[src/rtl/aes128_block_cipher_macros.svh]
// Assertion macros for the AES-128 block cipher.
// No dependencies; included by the top level.
`ifndef AES128_BLOCK_CIPHER_MACROS_SVH
`define AES128_BLOCK_CIPHER_MACROS_SVH

// antecedent implies consequent in the same cycle
`define AES_ASSERT_SAME(label, clk, rst, ante, cons, msg) \
   label: assert property (@(posedge clk) disable iff (rst) (ante) |-> (cons)) \
      else $error(msg);

// antecedent implies consequent in the next cycle
`define AES_ASSERT_NEXT(label, clk, rst, ante, cons, msg) \
   label: assert property (@(posedge clk) disable iff (rst) (ante) |=> (cons)) \
      else $error(msg);

`endif

[src/rtl/aes_ram.sv]
// Generic single-write, single-read RAM with registered read data.
// No dependencies; holds the round keys of aes128_block_cipher.
module aes_ram #(
   parameter int WIDTH = 128,
   parameter int DEPTH = 11,
   parameter int AW    = $clog2(DEPTH)
) (
   input  logic             clock,
   input  logic             wr_en,
   input  logic [AW-1:0]    wr_addr,
   input  logic [WIDTH-1:0] wr_data,
   input  logic [AW-1:0]    rd_addr,
   output logic [WIDTH-1:0] rd_data
);

   logic [WIDTH-1:0] mem [DEPTH];
   logic [WIDTH-1:0] rd_data_ff;

   always_ff @(posedge clock) begin
      if (wr_en) begin
         mem[wr_addr] <= wr_data;
      end
      rd_data_ff <= mem[rd_addr];
   end

   assign rd_data = rd_data_ff;

endmodule

[config.mk]
export PLATFORM = sky130hd
export DESIGN_NAME = aes_ram
export DESIGN_NICKNAME = d
export VERILOG_FILES = /design/src/rtl/aes128_block_cipher_macros.svh /design/src/rtl/aes_ram.sv
export SDC_FILE = /design/constraint.sdc
export NUM_CORES = 1
export LEC_CHECK = 0
export ABC_AREA = 1
export BUFFER_PORTS_ARGS = -buffer_cell sky130_fd_sc_hd__buf_2
export CAP_MARGIN = 0
export CELL_PAD_IN_SITES_DETAIL_PLACEMENT = 0
export CELL_PAD_IN_SITES_GLOBAL_PLACEMENT = 1
export CORE_ASPECT_RATIO = 1.25
export CORE_MARGIN = 2
export CORE_UTILIZATION = 25
export CTS_CLUSTER_DIAMETER = 200
export DETAILED_ROUTE_END_ITERATION = 7
export PLACE_DENSITY = 0.5
export SLEW_MARGIN = 15
export SYNTH_ARGS = -nofsm -noshare
export SYNTH_HDL_FRONTEND = slang
export SYNTH_SLANG_ARGS = --single-unit
[constraint.sdc]
create_clock -name clock -period 8.8 [get_ports clock]
set_clock_uncertainty 0.2 [all_clocks]
set_input_delay 1.76 -clock clock [delete_from_list [all_inputs] [get_ports clock]]
set_output_delay 1.76 -clock clock [all_outputs]
set_load 0.02 [all_outputs]
; Yosys cells after proc, flatten, opt, wreduce, memory -nomap -nowiden
; Memory sizes are Yosys's and may differ from the RTL's. A register that Yosys moved wholly into a read port is not among the register bits.
; Cells that the tools add are included.
[totals]
mem_bits_rw = 1408
wordCells = 3
in_bits = 138
regBits = 0
memories = 1
output_inout_bits = 128
[classes]
mux = 2
[memory_table]
columns = name, depth, width, rd, rd_clocked_by_memory_dff, wr, line
row1 = mem, 11, 128, 1, 1, 1, aes_ram.sv:16  ; logic [WIDTH-1:0] mem [DEPTH];
[ops]
columns = operator, n
row1 = two-way mux 1 bit, 2

; Longest topological paths before layout
[logic_depth]
ltp_word = 2
ltp_mapped = 9
depth_no_buf = 7

; Worst setup path before layout
; Ideal clock, no wire load.
[synth_path]
kind = input to register
start = in wr_addr[2]
end = mem mem[0][0] (enable)
setup_slack_ps = 711
n_path_buf = 0
setup_time_ps = 617
arrival_ps = 7271
cell_stages = 3
required_time_ps = 7983
cell_sequence = inv_1 -> nand3_1 -> nor2_1
[synth_rtl]
columns = element, line
row1 = from (decl), aes_ram.sv:10  ; input logic [AW-1:0] wr_addr,
row2 = to (decl), aes_ram.sv:16
; No word-level cell before the write port.

==> qor.yml <==
outcome: "completed"
rsz0062_at_grt: "no"
dp_cells: 8505
syn-instance-count: 5300
cp-start-kind: "input pin"
synthMuxAreaShare_pct: 0
drtIter0Drc: 2186
numCtsBuffers: 177
cts_hold_buf: 0
nets: 5660
syn_avg_cell_area_um2: 11.5
drc_errors: 0
ir_worst_vdd_v: 0.000134
fp.dieArea_um2: 248000
max_freq_mhz: 275
wl_um: 177000
clk_path_buf_depth: 4
arrival_ps: 4140
hold_viol: 0
synth-seq-cells: 1536
final_layout_size_suffix_gt1_share_pct: 10.0
clock_sinks: 1536
synth_compound_area_share_pct: 1.58
drv_cap: 0
place_ws_ps: 4350
crit_fanout: 126
dpl_cell_area_um2: 65600
synth_top_area_share_pct: 69.4
required_ps: 9300
die_x_um: 445
synth_cell_type_count: 12
grt_use_total_pct: 14.2
vias_per_cell: 4.26
postCtsSetupBuffers: 0
timing.setup.tns_ps: 0
r2r-start: "mem[3][1]"
die_h_um: 556
yosysTopAreaCell: "edfxtp_1"
final_cells: 8832
final_util_pct: 29.3
synth_seq_area_share_pct: 73.6
grt_pass1_vias: 37600
grt-ovfl-total: 0
grt_start_max_net_pins: 165
period_share_pct: 41.3
root_buffer: "clkbuf_16"
cts.clk_slew.worst_paths_ps: 60
cpMostUsedCell: "nand3_1"
stdcell_area_um2: 71100
dr_total_vias: 37600
cts_tree: "built"
yosys.area_share.simple_pct: 17.7
finalCriticalPeriod_ps: 3640
cp_slowest_stage_delay_ps: 870
gp_congestion: 0.714
ys_warn_count: 0
insertion_delay_ps: 840
synth_top_family_by_area: "simple AND/OR/NAND/NOR gates"
rows: 202
dp_hpwl_um: 86700
p_per_area_nw_per_um2: 227
syn_area_um2: 60900
grt_pass1_wl_um: 260000
ios: 266
startpoint: "rd_addr[0]"
cp-end-kind: "flop"
synth_fa_ha_area_share_pct: 0
drtAntennaViolNets: 0
synth.top_cells.by_area: "edfxtp_1, nand2_1, nand3_1"
setup_viol: 0
crit_slowest_cell: "buf_4"
layout_setup_ws_ps: 5160
htreeDepth: 4
cellLeakagePower_nw: 28.2
relSlewSlack_pct: 19.7
start_util_pct: 25.1
worst_pin_slew_ps: 1200
worstHoldPathType: "reg -> reg"
antenna_found_initial: 44
synth_fp_nets: 5438
final_max_slew_viol_count: 0
numPortBuffers: 265
core_area_um2: 242000
wire_per_inst_um: 20.0
synth_xor_area_share_pct: 0
min_from: "mem[10][117]"
syn2layout_area_growth_pct: 16.7
path_cells: "buf_8, inv_8, buf_4, nand2_1, nand3_1, nand3_1, nand3_1, nand2_1"
dr.pass1.iters: 7
cts_resized: 0
critPathKind: "in -> reg"
[area by class of cell]
cell class,count,area [um2]
Antenna cell,14,35.0
Clock buffer,251,4860
Clock inverter,62,527
Fill cell,24700,171000
Inverter,776,2940
Multi-Input combinational cell,2706,11800
Sequential cell,1536,44800
Tap cell,3162,3960
Timing Repair Buffer,325,2060
[logic make-up after synthesis]
family / Yosys count
simple gates: 2578
buf+inv: 1058
compound gates: 128
flops: 1536
[synthesized netlist by cell type]
| library cell | number |
|---|---|
| dfxtp_1 | 128 |
| nor2_1 | 11 |
| inv_2 | 2 |
| o211ai_1 | 128 |
| edfxtp_1 | 1408 |
| buf_1 | 18 |
| buf_4 | 39 |
| nand2_1 | 1668 |
| nand3_1 | 899 |
| inv_1 | 774 |
| clkbuf_1 | 81 |
| buf_2 | 144 |
[worst max-delay path: cells and delay by family]
family,cells,cell delay (ps)
AND/OR/NAND/NOR,5,520
buffers and inverters,3,1430
[cell usage in the layout (no fill, tap or decap), types with 17 or more instances in the layout]
| cell | n |
|---|---|
| dfxtp_1 | 128 |
| clkinv_1 | 26 |
| inv_1 | 772 |
| clkbuf_1 | 59 |
| buf_12 | 20 |
| buf_2 | 261 |
| clkbuf_16 | 177 |
| nand3_1 | 899 |
| nand2_1 | 1668 |
| o211ai_1 | 128 |
| clkinv_2 | 17 |
| edfxtp_1 | 1408 |
| buf_4 | 40 |
[worst paths after layout]
kind                   to  slack (ps)  cells past startpoint
max reg2reg    rd_data[1]        7520                      6
max          rd_data[103]        5160                      8
min reg2reg  rd_data[117]         240                      2
min          rd_data[117]         240                      2
[registers in the layout (all words and copies together), names as in the netlist]
signal,count
rd_data,128
mem,1408
[per-layer routing]
layer / GRT usage (%) / vias up / wire, um
li1: - / 18100 / -
met1: 18.0 / 18600 / 77400
met2: 24.4 / 657 / 87400
met3: 2.49 / 284 / 7460
met4: 4.36 / 18 / 4580
met5: 0 / - / 100
[per-stage QoR]
step                      power, mW  hold WS [ps]
after global placement         9.38           267
after global routing           16.8           260
after detailed placement       9.38           265
after floorplan                8.93           255
final                          16.1           241
after CTS                      16.4           244
[report_power, final]
group	total (mW)	switching (mW)	internal [mW]	leakage, nW
sequential	8.24	0.0752	8.16	13.8
clock	6.95	2.94	4.02	2.62
combinational	0.952	0.703	0.249	11.7
(Power assumes the default switching activity.)
